`src/hdl/slc_pkg.sv`:
```
package slc_pkg;

    // Register indexes on the configuration port.
    localparam logic [1:0] CFG_OFFSET_BITS = 2'd0;
    localparam logic [1:0] CFG_INDEX_BITS  = 2'd1;
    localparam logic [1:0] CFG_WAY_BITS    = 2'd2;

    // Item kinds.
    localparam logic KIND_ACCESS = 1'b0;
    localparam logic KIND_FINISH = 1'b1;

    // Reset values of the configuration registers.
    localparam logic [5:0] OFFSET_BITS_RST = 6'd6;
    localparam logic [3:0] INDEX_BITS_RST  = 4'd4;
    localparam logic [1:0] WAY_BITS_RST    = 2'd2;

    // Current configuration as seen by the front and back parts.
    typedef struct packed {
        logic [5:0] offset_bits;
        logic [3:0] index_bits;
        logic [1:0] way_bits;
    } cfg_t;

endpackage

```
`src/hdl/slc_front.sv`:
```
module slc_front #(
    parameter int MAX_SETS  = 256,
    parameter int ADDR_BITS = 48,
    parameter int SET_W     = (MAX_SETS > 1) ? $clog2(MAX_SETS) : 1
) (
    input  slc_pkg::cfg_t          cfg,
    input  logic                   kind,
    input  logic [ADDR_BITS-1:0]   address,
    output logic [SET_W+ADDR_BITS:0] entry
);
    import slc_pkg::*;

    // Largest index width whose set count still fits.
    localparam int SET_LG = $clog2(MAX_SETS + 1) - 1;

    logic [3:0]           ib;
    logic [6:0]           tag_shift;
    logic [ADDR_BITS-1:0] shifted;
    logic [SET_W-1:0]     set_mask;
    logic [SET_W-1:0]     set_idx;
    logic [ADDR_BITS-1:0] tag;

    // Split the address into set index and tag.
    always_comb
    begin
        ib = (cfg.index_bits > 4'(SET_LG)) ? 4'(SET_LG) : cfg.index_bits;
        shifted = address >> cfg.offset_bits;
        set_mask = ~({SET_W{1'b1}} << ib);
        set_idx = shifted[SET_W-1:0] & set_mask;
        tag_shift = {1'b0, cfg.offset_bits} + {3'b000, ib};
        tag = address >> tag_shift;
    end

    assign entry = {kind, set_idx, tag};

endmodule

```
`config.mk`:
```
export PLATFORM = sky130hd
export DESIGN_NAME = slc_front
export DESIGN_NICKNAME = d
export VERILOG_FILES = /design/src/hdl/slc_pkg.sv /design/src/hdl/slc_front.sv
export SDC_FILE = /design/constraint.sdc
export NUM_CORES = 1
export LEC_CHECK = 0
export BUFFER_PORTS_ARGS = -buffer_cell sky130_fd_sc_hd__buf_2
export CORE_ASPECT_RATIO = 0.7
export CORE_UTILIZATION = 58
export DETAILED_ROUTE_END_ITERATION = 16
export PLACE_DENSITY = 0.84
export SYNTH_ARGS = -nofsm -noshare
export SYNTH_HDL_FRONTEND = slang
export SYNTH_SLANG_ARGS = --single-unit
```
`constraint.sdc`:
```
create_clock -name vclk -period 4
set_clock_uncertainty 0.1 [all_clocks]
set_input_delay 0 -clock vclk [all_inputs]
set_output_delay 0 -clock vclk [all_outputs]
set_load 0.02 [all_outputs]
```
* Word-level counts from Yosys, hierarchy flattened
Index checks and enable logic that the tools add are counted.
Word-level totals: logic and storage cells 8, input port bits 61, bits in registers 0, output and inout port bits 57
Cells by class: mux-type cells 1, order comparisons 1, shifts and indexed selects 3, add/sub/neg operators 1, bitwise operators 2
Operator list (count):
- >> shifter 48 x 6 -> 8 bit | 1
- >> shifter 48 x 7 -> 48 bit | 1
- bitwise AND 8 bit | 1
- inverter 8 bit | 1
- << shifter 8 x 4 -> 8 bit, first input constant | 1
- adder 6 x 4 -> 7 bit | 1
- greater-than comparator 4 bit, second input constant | 1
- 2-to-1 mux 4 bit | 1

* Depth between registers and ports, before layout
word-level depth 5, gate-level depth with buffers 14, mapped depth without buffers 11

* Least setup slack after synthesis
No wires, ideal clock.
kind input to output, from input cfg[7] (netlist bit), to output entry[4], slack 394 ps, arrival time 3506 ps, required time 3900 ps, cell stages on the path 12, cells stage by stage buf_2 -> buf_2 -> buf_2 -> inv_1 -> fa_1 -> xnor2_1 -> buf_6 -> mux4_2 -> o211ai_1 -> o21ai_0 -> o21a_1 -> a221oi_1
On the way: longest elaborated chain between the ends 2
Ends and longest elaborated chain:
- from (decl) | line slc_front.sv:6 | input slc_pkg::cfg_t cfg,
- adder 6 x 4 -> 7 bit | line slc_front.sv:30 | tag_shift = {1'b0, cfg.offset_bits} + {3'b000, ib};
- >> shifter 48 x 7 -> 48 bit | line slc_front.sv:31 | tag = address >> tag_shift;
- to (decl) | line slc_front.sv:9 | output logic [SET_W+ADDR_BITS:0] entry
Every way passes these cells.

* Worst setup path in the final report
from input cfg[5] (netlist bit), to output entry[6]
On the way: longest elaborated chain between the ends 4
Ends and longest elaborated chain:
- greater-than comparator 4 bit | line slc_front.sv:26 | ib = (cfg.index_bits > 4'(SET_LG)) ? 4'(SET_LG) : cfg.index_bits;
- 2-to-1 mux 4 bit * | line slc_front.sv:26
- adder 6 x 4 -> 7 bit * | line slc_front.sv:30
- >> shifter 48 x 7 -> 48 bit * | line slc_front.sv:31
Every way passes the cells marked *; elsewhere a longest branch is shown, timed or not.

==> impl_results.md <==
* Status: finished clean
* Reg area at 0 um2
* Die area at 0.009740 mm2
* Final hold vios at 0
* Area of the multi-input gates at ~0.0050 mm2
* Die Wd at 117.5 um
* Max-Cap Viols at 0
* Wl on met1 at 8.910 mm
* Post-Synthesis Cells at around 700
* Simple-gate area share of the yosys netlist at 18.01%
* Post-synth cell types at 69
* Share of power burned in registers at 0%
* DP Area at 0.006122 mm2
* DRC viols at 0
* Worst Setup Start Kind: input pin
* PortBufs at 114
* Leakage at 0.002715 uW
* HPWL Detailed at approximately 17 mm
* Post-route setup TNS at 0 ns
* Top-count cell post-synth: mux2i_1
* FMAX at 267.6 MHz
* I/O pins at 118
* Int Power at 632.5 uW
* Largest net degree at the start of global routing at 57
* Fin cells at about 920
* Highest metal used: met4
* Pins Over Slew Limit at 0
* Routed WL at 21.62 mm
* Worst EP arrival at 3.64 ns
* Row count at 29
* Synthesized area per cell at roughly 7.7 um2
* Vias in the first global route at about 6000
* Met2 WL at between 8 and 9 mm
* Slew margin rel. at 43.07%
* GR Overflow Total at 0
* Clock Buffer Count at 0
* Max stage delay on crit path at 0.48 ns
* Worst Path Max Fanout at 9
* Antenna-violating nets left at 0
* Sequential area share after synthesis at 0%
* Gpl congestion at 0.9977
* Die H at 82.87 um
* Synthesized area at around 0.0054 mm2
* Starting Density at between 50% and 60%
* Max VDD drop at 138.1 uV
* Top Family by Delay on Critical Path: compound AO/OA/AOI/OAI gates
* Synth top cells by count: mux2i_1, nand2_1, a21oi_1
* CP Buf/Inv Count at 4
* Ant diodes at 0
* Wire per inst at 23.55 um
* Initial antenna violation count at 1
* Via/cell ratio at 7.347
* Mux share of post-synthesis cell area at 46.27%
* Comb power frac at between 90% and 100%
* Post-Place Worst Slack at 0.3983 ns
* Switching part of the total power at 60.50%
* Main combinational cell family by area after synthesis: multiplexers
* Clock share of power at 0%
* Synth Area in Adders at 1.293%
* Post-CTS sizing at 0
* Worst Tran Pin Value at 0.8540 ns
* Fin area at 0.006190 mm2
* Share of layout cells above drive strength 1 at 31.11%
* Placed Cells at 911
* Crit. End Element: primary output
* Worst EP required at 3.90 ns
* Crit-path cells: buf_2 > nor2b_2 > ha_1 > inv_1 > fa_2 > nand2b_1 > a31oi_1 > buf_4 > mux2i_1 > nand2_1 > o21a_1 > a221o_1 > a31oi_1 > buf_2
* RSZ-0062 raised after global routing: no
* Final nets at ~860
* Syn Nets at 768
* WL met3 at 3.575 mm
* # setup viols final at 0
* Vias after detailed routing at 6745
* Hold WC Path Type: in -> out
* Biggest area consumer among synthesized cells: mux4_2
* Layout Area Growth over Synthesis at 14.22%
* Compound-Gate Fraction of Synth Area at 25.84%
* Gr usage total at between 40% and 50%
* Seq_cells at 0
* Critical path's slowest cell: fa_2
* YS warnings at 0
* Setup ws final at 0.2626 ns
* Fin crit share at 93.44%
* Drt initial violations at about 1100
* Power Dens Cells at 258.7 mW/mm2
* Synth Area in XOR/XNOR at 1.154%
* DR pass1 iterations at 5
* Filler cells at 784
* First-pass GRT wire length at 33.52 mm
* Dominant cells by area after synthesis: mux4_2, mux2i_1, nand2_1
* Psw at 968.8 uW
* Crit path time final at 3.737 ns
* Share of the synthesized area in the top cell type at 19.53%
* Kind of critical path: in -> out
* Core box area at 0.009071 mm2
## stage by stage
stage | power [uW] | hold WS [ns] | utilization, %
6_report | 1601 | 0.2820 | 68.23
5_1_grt | 1689 | 0.2870 | 68.23
4_1_cts | 1526 | 0.2793 | 67.60
3_5_place_dp | 1517 | -0.09976 | 67.49
3_3_place_gp | 1502 | -0.09976 | 67.49
2_1_floorplan | 1063 | 0.01259 | -
## cell usage in the layout (no fill, tap or decap), types with 3 or more instances in the layout
cell type,count
o22a_1,4
mux2i_1,102
mux4_1,6
a21boi_0,3
a21oi_1,62
buf_2,114
inv_1,10
o31ai_1,3
a22oi_1,10
a31o_2,4
mux4_2,47
o221ai_1,3
o21ai_0,40
nand3_1,16
buf_4,41
ha_1,4
a211oi_1,12
and3_1,6
nor2b_1,12
a221o_1,5
a22o_1,3
nor3_1,16
a31oi_1,5
o21a_1,4
nor2_1,48
buf_12,3
mux2_2,24
and2_1,5
nand2b_1,9
o21ai_1,3
o211ai_1,9
o22ai_1,17
nand2_1,94
a221oi_1,7
## cell type report
type,count,share of cell area (%)
multi-input cells,622,81.38
well taps,124,2.507
repair buffers,159,15.32
inverters,13,0.7884
## kinds of logic after synthesis
kind of cell | count (synthesis)
XOR/XNOR | 5
AND/OR/NAND/NOR | 217
adder cells (fa/ha/maj) | 5
AO/OA/AOI/OAI | 216
multiplexers | 179
buffers and inverters | 80
## final timing paths
kind              startpoint         to  slack [ns]  cells after the start
setup / recovery      cfg[5]   entry[6]        0.26                     14
hold / removal        cfg[2]  entry[48]        0.28                      4
## per-layer routing
layer | global-route usage, % | up-vias
met1 | 65.89 | 3160
met2 | 60.14 | 609
met5 | 0 | -
met3 | 12.36 | 53
li1 | - | 2923
met4 | 6.177 | 0
## power groups by stage
stage / Combinational, uW / Sequential, uW / Clock, uW
floorplan: 1060 / 0 / 0
global placement: 1500 / 0 / 0
detailed placement: 1520 / 0 / 0
CTS: 1530 / 0 / 0
global route: 1690 / 0 / 0
finish: 1600 / 0 / 0
## what timing repair did
item                                   in CTS  in global routing
setup endpoints to repair                   0                  2
buffers inserted                            0                  6
endpoints found under the hold margin       1                  0
hold buffers                                1                  0
Note: power is estimated with default switching activity, not from simulation.
