`config.mk`:
```
export PLATFORM = sky130hd
export DESIGN_NAME = slc_queue
export DESIGN_NICKNAME = d
export VERILOG_FILES = /design/src/hdl/slc_queue.sv
export SDC_FILE = /design/constraint.sdc
export NUM_CORES = 1
export LEC_CHECK = 0
export BUFFER_PORTS_ARGS = -buffer_cell sky130_fd_sc_hd__buf_2
export CAP_MARGIN = 20
export CORE_MARGIN = 2
export CORE_UTILIZATION = 44
export CTS_CLUSTER_DIAMETER = 50
export DETAILED_ROUTE_END_ITERATION = 10
export GPL_TIMING_DRIVEN = 0
export PLACE_DENSITY_LB_ADDON = 0.25
export SYNTH_ARGS = -nofsm -noshare
export SYNTH_HDL_FRONTEND = slang
export SYNTH_SLANG_ARGS = --single-unit
```
`constraint.sdc`:
```
create_clock -name clk -period 1.1 [get_ports clk]
set_clock_uncertainty 0.05 [all_clocks]
set_input_delay 0.055 -clock clk [delete_from_list [all_inputs] [get_ports clk]]
set_output_delay 0.055 -clock clk [all_outputs]
set_load 0.01 [all_outputs]
```
`src/hdl/slc_queue.sv`:
```
module slc_queue #(
    parameter int WIDTH = 8
) (
    input  logic             clk,
    input  logic             rst_n,
    input  logic             push,
    input  logic [WIDTH-1:0] push_data,
    input  logic             pop,
    output logic [WIDTH-1:0] head,
    output logic             empty,
    output logic             full
);

    logic [WIDTH-1:0] slot_reg [2];
    logic             wr_ptr_reg, wr_ptr_next;
    logic             rd_ptr_reg, rd_ptr_next;
    logic [1:0]       count_reg, count_next;

    always_comb
    begin
        wr_ptr_next = push ? ~wr_ptr_reg : wr_ptr_reg;
        rd_ptr_next = pop ? ~rd_ptr_reg : rd_ptr_reg;
        count_next = count_reg + {1'b0, push} - {1'b0, pop};
    end

    // Pointers and fill level.
    always_ff @(posedge clk or negedge rst_n)
    begin
        if (!rst_n)
        begin
            wr_ptr_reg <= 1'b0;
            rd_ptr_reg <= 1'b0;
            count_reg <= 2'd0;
        end
        else
        begin
            wr_ptr_reg <= wr_ptr_next;
            rd_ptr_reg <= rd_ptr_next;
            count_reg <= count_next;
        end
    end

    // Entry storage.
    always_ff @(posedge clk)
    begin
        if (push)
        begin
            slot_reg[wr_ptr_reg] <= push_data;
        end
    end

    assign head = slot_reg[rd_ptr_reg];
    assign empty = (count_reg == 2'd0);
    assign full = (count_reg == 2'd2);

endmodule

```
* After elaboration in Yosys (flattened, before gate mapping) *
Memory sizes are Yosys's and may differ from the RTL's.
Cells that the tools add are included.
Widths: inputs -> output; s select.

cells by class
  add/sub/neg operators = 2
  bitwise gates (word level) = 2
  muxes and demuxes = 2
  equality and inequality tests = 1
  reduce and logical (&&, ||, !) cells = 1

operators with widths
  kind                number
  $add 2x1->2         1
  $eq 2x2->1 const B  1
  $logic_not 2->1     1
  $mux 1              2
  $not 1->1           2
  $sub 2x1->2         1

word-level totals
  memories kept = 1
  logic and storage cells = 12
  flip-flop bits (word level) = 4
  output and inout port bits = 10
  RAM bits = 16

memories
  name      words  width  read ports  clocked after Yosys merged registers in  write ports  line  RTL
  slot_reg  2      8      1           0                                        1            14    logic [WIDTH-1:0] slot_reg [2];

* Longest topological paths before layout *
Gate-level depths: netlist of the first run.

  word-level depth = 2
  depth in mapped cells = 5
  mapped depth without buffers = 5

* Least setup slack after synthesis of the first run *
Ideal clock, no wire load.

  kind = reg-to-reg
  from = reg wr_ptr_reg
  to = mem slot_reg[0][0], enable pin
  library setup time = 373 ps
  slack = -112 ps
  arrival time = 789 ps
  clock period less this slack = 1,212 ps
  required time = 677 ps
  stages on the path, launching flop included = 2
  cell sequence = dfrtp_1 > nor2b_1

RTL lines
  what                    line  RTL
  start, declared         15    logic wr_ptr_reg, wr_ptr_next;
  start signal, assigned  37    wr_ptr_reg <= wr_ptr_next;
  end, declared           14

Straight into the memory's write port.

* Worst setup path in the final report of the first run *
  from = reg rd_ptr_reg
  to = out head[7]

between the ends
  longest elaborated chain between the ends = 1

RTL lines
  what                    line  RTL
  start, declared         16    logic rd_ptr_reg, rd_ptr_next;
  start signal, assigned  38    rd_ptr_reg <= rd_ptr_next;
  $mem_v2 2x8             -
  end, declared           9     output logic [WIDTH-1:0] head,

Every way passes these cells.

==> reports/metrics.yaml, run 1 <==
crit_arrival_ps: 1250
cpMostUsedCell: "buf_6"
start_util_pct: 46.8
die_height_um: 46.9
gp_congestion: 0.652
rr_worst_depth: 5
rows: 15
clkLatencyLatePin_ps: 280
placedCellCount: 86
criticalPathCategory: "reg2out"
drt-total-wl_mm: 1.18
largest_register_ffs: 16
fin_ws_ps: -258
tightestPinTransition_ps: 252
synthCells: 40
syn_nets: 54
synth_top_area_share_pct: 59.4
multi_input_area_um2: 221
timing.fmax_mhz: 736
htree_levels: 1
irDropWorstVdd_mv: 1.69
busiest_layer: "met2"
io_pins: 22
worstSetupStartpointType: "flop"
route.vias.total: 439
finalPower_mw: 2.88
grt_use_total_pct: 11.2
numCtsBuffers: 3
cap_viol_max_count: 0
nets: 94
ys_seq_area_share_pct: 71.8
antenna_found_initial: 0
core_um2: 1730
slew_viol_final: 0
fin_hold_ws_ps: 34.4
setup_tns_ps: -2270
cts.sinks: 20
regArea_um2: 581
finalCriticalPeriod_ps: 1360
grt_pass1_wl_mm: 1.65
route.detailed.drc: 0
drt-vias-per-instance: 4.22
dieArea_um2: 2200
wl_per_cell_um: 11.3
r2r_end: "count_reg[1]"
met3_usage_pct: 2.31
grt_max_degree: 13
grt.overflow.total: 0
r2r-start: "count_reg[0]"
fillers: 130
cts_tree: "yes"
syn-cell-area_um2: 808
final-setup-viol-count: 12
fin_cells: 104
root_buffer: "clkbuf_4"
critPathMaxFanout: 9
place_hpwl_um: 742
rsz0062_at_grt: "yes"
p_per_area_nw_per_um2: 2400
drt-initial-drc-count: 3
grt_pass1_vias: 424
ys_types: 11
period_share_pct: 123
crit_slowest_cell: "dfrtp_1"
synth_seq_cells: 20
crit_path_cell_trace: "buf_6 -> mux2_4 -> buf_6"
firstDrtPassIters: 2
max_stage_delay_ps: 390
gr-usage-met2_pct: 21.9
yosys_warnings: 0
syn_avg_cell_area_um2: 20.2
violations: "negative setup slack"
port-buffer-count: 21
grt_use_met1_pct: 11.9
status: "complete, but fails checks"
cts.reportedPaths.clkPinSlew_ps: 110
area_delta_synth_final_pct: 48.3
finalHoldViolations: 0
cp-end-kind: "output port"
drive_gt1_share_pct: 50.6
yosys.area.top_type: "edfxtp_1"
die_x_um: 46.9
hold_path.class: "in2async"
worstPathRequired_ps: 1000
cts_buffer_depth: 2
synthTopCellsByArea: "edfxtp_1 (59%), mux2_4 (15%), dfrtp_1 (12%), ha_1 (3.1%), xor3_1 (2.9%)"
reg2reg_slack_ps: -140
insertedDiodeCount: 0
maxSlewHeadroom_pct: 83.2
p_leak_nw: 0.526
drtAntennaViolNets: 0
[placed cells by master, fill, tap and decap left out]
cell,n
nor2_2,1
xor3_1,1
buf_4,3
mux2_4,8
dfrtp_1,4
nor2b_1,1
and2_4,1
buf_6,10
ha_1,2
dlygate4sd3_1,11
inv_1,2
buf_2,12
clkbuf_4,3
edfxtp_1,16
bufinv_16,1
nor2b_4,1
xor2_1,2
[routing by layer]
layer / vias to the layer above / wire length (um) / part of all wire [%]
li1: 222 / - / -
met1: 206 / 502 / 43
met2: 9 / 634 / 54
met3: 2 / 36 / 3.1
met4: 0 / 4 / 0.34
met5: - / 0 / 0
[critical path: cells and delay by family, from the launching register on]
family                 cells  cell delay [ps]
buffers and inverters      2              270
DFF                        1              390
muxes                      1              300
[cells in the mapped netlist]
master	instances
edfxtp_1	16
mux2_4	8
xor2_1	2
buf_6	1
dfrtp_1	4
nor2_1	1
xor3_1	1
inv_1	2
and2_1	1
ha_1	2
nor2b_1	2
[through the flow]
| step | utilization (%) | area [um^2] | worst slack (ps) |
|---|---|---|---|
| 6_report | 69.4 | 1200 | -258 |
| 5_1_grt | 69.4 | 1200 | -302 |
| 4_1_cts | 68.6 | 1180 | -272 |
| 3_5_place_dp | 54.9 | 947 | -136 |
| 3_3_place_gp | 54.9 | 947 | -138 |
| 2_1_floorplan | - | 811 | -93.8 |
[cell type report]
| type | instances | share of cell area [%] |
|---|---|---|
| Buffer | 1 | 0.939 |
| Clock buffer | 3 | 1.88 |
| Clock inverter | 1 | 2.51 |
| Inverter | 2 | 0.626 |
| Multi-Input combinational cell | 17 | 18.5 |
| Sequential cell | 20 | 48.4 |
| Tap cell | 25 | 2.61 |
| Timing Repair Buffer | 35 | 24.5 |
[how the worst max path moves through the flow]
stage,start,end,slack [ps],cells past startpoint
finish,rd_ptr_reg,head[7],-260,3
global route,rd_ptr_reg,head[7],-300,3
CTS,rd_ptr_reg,head[4],-270,3
detailed placement,count_reg[0],count_reg[1],-140,5
global placement,count_reg[0],count_reg[1],-140,5
floorplan,count_reg[0],count_reg[1],-90,5
[where the power goes]
group	switching (mW)	internal, mW	leakage (nW)
registers	0.0907	1.03	0.197
logic	0.439	0.744	0.301
clock network	0.212	0.368	0.0279
total	0.741	2.14	0.526
[timing repair]
| item | 4_1_cts | 5_1_grt |
|---|---|---|
| resized for setup | 11 | 3 |
| hold buffers | 11 | 0 |
| hold endpoints to repair | 23 | 0 |
| setup endpoints to repair | 26 | 23 |
| buffers inserted | 2 | 1 |
[logic make-up after synthesis]
logic type,after synthesis,synth area share [%]
fa+ha+maj,2,3.10
simple gates,4,2.79
flops,20,71.8
xor+xnor,3,5.11
mux,8,14.9
buf+inv,3,2.32
(Power assumes the default switching activity.)
==> inputs of run 2 (changes only) <==
--- a/config.mk
+++ b/config.mk
@@ -16,3 +16,4 @@
 export SYNTH_ARGS = -nofsm -noshare
 export SYNTH_HDL_FRONTEND = slang
 export SYNTH_SLANG_ARGS = --single-unit
+export TNS_END_PERCENT = 10
==> constraint.sdc (replaced) <==
create_clock -name clk -period 1.1 [get_ports clk]
set_clock_uncertainty 0.05 [all_clocks]
set_input_delay 0 -clock clk [delete_from_list [all_inputs] [get_ports clk]]
set_output_delay 0 -clock clk [all_outputs]
set_load 0.01 [all_outputs]
==> run 2 against run 1 <==
The flow still finishes with violations (negative setup slack). Combinational power decreased by 7%. Die area unchanged. Final cell count decreased by 0.96%. Sequential power about the same. Critical path depth unchanged. Wire length decreased by 5.9%. Register-to-register slack about the same.
==> reports/metrics.yaml, run 2 (synthesis results as in run 1) <==
htree_levels: 1
drive_gt1_share_pct: 47.4
rows: 15
fin_ws_ps: -200
violations: "negative setup slack"
die_height_um: 46.9
pre_cts_slack_ps: -136
regArea_um2: 581
layout_commonest_cell: "edfxtp_1"
rr_worst_depth: 5
timing.fmax_mhz: 769
port-buffer-count: 21
die_x_um: 46.9
place_hpwl_um: 742
cap_viol_max_count: 0
dieArea_um2: 2200
firstDrtPassIters: 1
finalPower_mw: 2.79
p_leak_nw: 0.519
drt-vias-per-instance: 4.14
fin_util_pct: 68.6
comb_power_share_pct: 39.4
fillers: 130
grt.overflow.total: 0
switchingPower_mw: 0.711
grt_use_total_pct: 10.8
p_int_mw: 2.08
final-setup-viol-count: 10
cts.sinks: 20
route.detailed.drc: 0
r2r_end: "count_reg[1]"
whs_endpoint: "count_reg[1]"
cts_buffer_depth: 2
core_um2: 1730
drtAntennaViolNets: 0
io_pins: 22
root_buffer: "clkbuf_4"
fin_hold_ws_ps: 131
cp-startpoint: "rd_ptr_reg"
hold_path.class: "in2reg"
gp_congestion: 0.652
grt_pass1_wl_mm: 1.63
critPathMaxFanout: 9
crit_arrival_ps: 1250
nets: 93
cp-end-kind: "output port"
seq_power_share_pct: 39.9
final_cell_mix: "edfxtp_1 (16), buf_2 (13), dlygate4sd3_1 (12), buf_6 (9), mux2_4 (8)"
maxSlewHeadroom_pct: 83.3
antenna_found_initial: 0
area_delta_synth_final_pct: 46.6
worstPathRequired_ps: 1050
drt-initial-drc-count: 0
status: "complete, but fails checks"
drt-total-wl_mm: 1.11
route.vias.total: 426
period_share_pct: 118
cts_tree: "yes"
r2r-start: "count_reg[0]"
numCtsBuffers: 3
clockPowerShare_pct: 20.6
largest_register_ffs: 16
start_util_pct: 46.8
irDropWorstVdd_mv: 1.83
grt_max_degree: 13
cts.reportedPaths.clkPinSlew_ps: 110
rsz0062_at_grt: "yes"
worstHoldStart: "pop"
slew_viol_final: 0
multi_input_area_um2: 219
insertedDiodeCount: 0
clkLatencyLatePin_ps: 280
criticalPathCategory: "reg2out"
wl_per_cell_um: 10.7
swShare_pct: 25.5
grt_pass1_vias: 418
worstSetupStartpointType: "flop"
p_per_area_nw_per_um2: 2360
finalHoldViolations: 0
tightestPinTransition_ps: 251
holdPathStages: 3
reg2reg_slack_ps: -140
finalCriticalPeriod_ps: 1300
==> run 2: cell count changes in the layout (fill, tap and decap cells not counted) <==
cell,previous run,this run
buf_4,3,1
buf_2,12,13
buf_6,10,9
dlygate4sd3_1,11,12
nor2_1,0,1
nor2_2,1,0
==> run 2: what timing repair did <==
| action | in CTS | in global routing |
|---|---|---|
| hold endpoints to repair | 23 | 0 |
| setup endpoints to repair | 26 | 21 |
| gates resized for setup | 10 | 1 |
| buffers inserted | 1 | 0 |
| hold buffers | 12 | 0 |
| gates cloned | 0 | 0 |
==> run 2: how the worst max path moves through the flow <==
| stage | end | slack [ps] | cells past startpoint |
|---|---|---|---|
| finish | head[7] | -200 | 3 |
| detailed placement | count_reg[1] | -140 | 5 |
| CTS | head[4] | -220 | 3 |
| global route | head[7] | -240 | 3 |
| floorplan | count_reg[1] | -90 | 5 |
| global placement | count_reg[1] | -140 | 5 |
==> run 2: metrics by stage <==
stage / TNS (ps) / area (um^2) / cells
after floorplan: -93.8 / 811 / 40
after global placement: -1210 / 947 / 86
after detailed placement: -1450 / 947 / 86
after CTS: -1890 / 1180 / 103
after global routing: -2290 / 1180 / 103
final: -1740 / 1180 / 103
==> run 2: critical path, stage by stage, from the launching register on <==
cell	delay, ps
dfrtp_1	390
buf_6	150
mux2_4	300
buf_6	120
==> run 2: final cells by class <==
| class | count | share of cell area (%) |
|---|---|---|
| clock buffers | 3 | 1.90 |
| multi-input cells | 17 | 18.5 |
| inverters | 2 | 0.634 |
| repair buffers | 34 | 23.9 |
| clock inverters | 1 | 2.53 |
| plain buffers | 1 | 0.950 |
| flip-flops and latches | 20 | 49.0 |
| well taps | 25 | 2.64 |
==> run 2: per-layer routing <==
metal	global-route usage (%)	part of all wire, %	vias up	wire [um]
li1	-	-	222	-
met1	11.6	44	195	488
met2	21.6	53	9	582
met3	2.31	3.3	0	36
met4	1.67	0	0	0
met5	0	0	-	0
==> run 2: power by group through the flow <==
stage | logic, mW | registers [mW] | clock network, mW
after global placement | 0.866 | 1.12 | 0
after detailed placement | 0.875 | 1.13 | 0
final | 1.10 | 1.12 | 0.577
after global routing | 1.21 | 1.14 | 0.607
after CTS | 1.11 | 1.12 | 0.592
after floorplan | 0.642 | 1.11 | 0
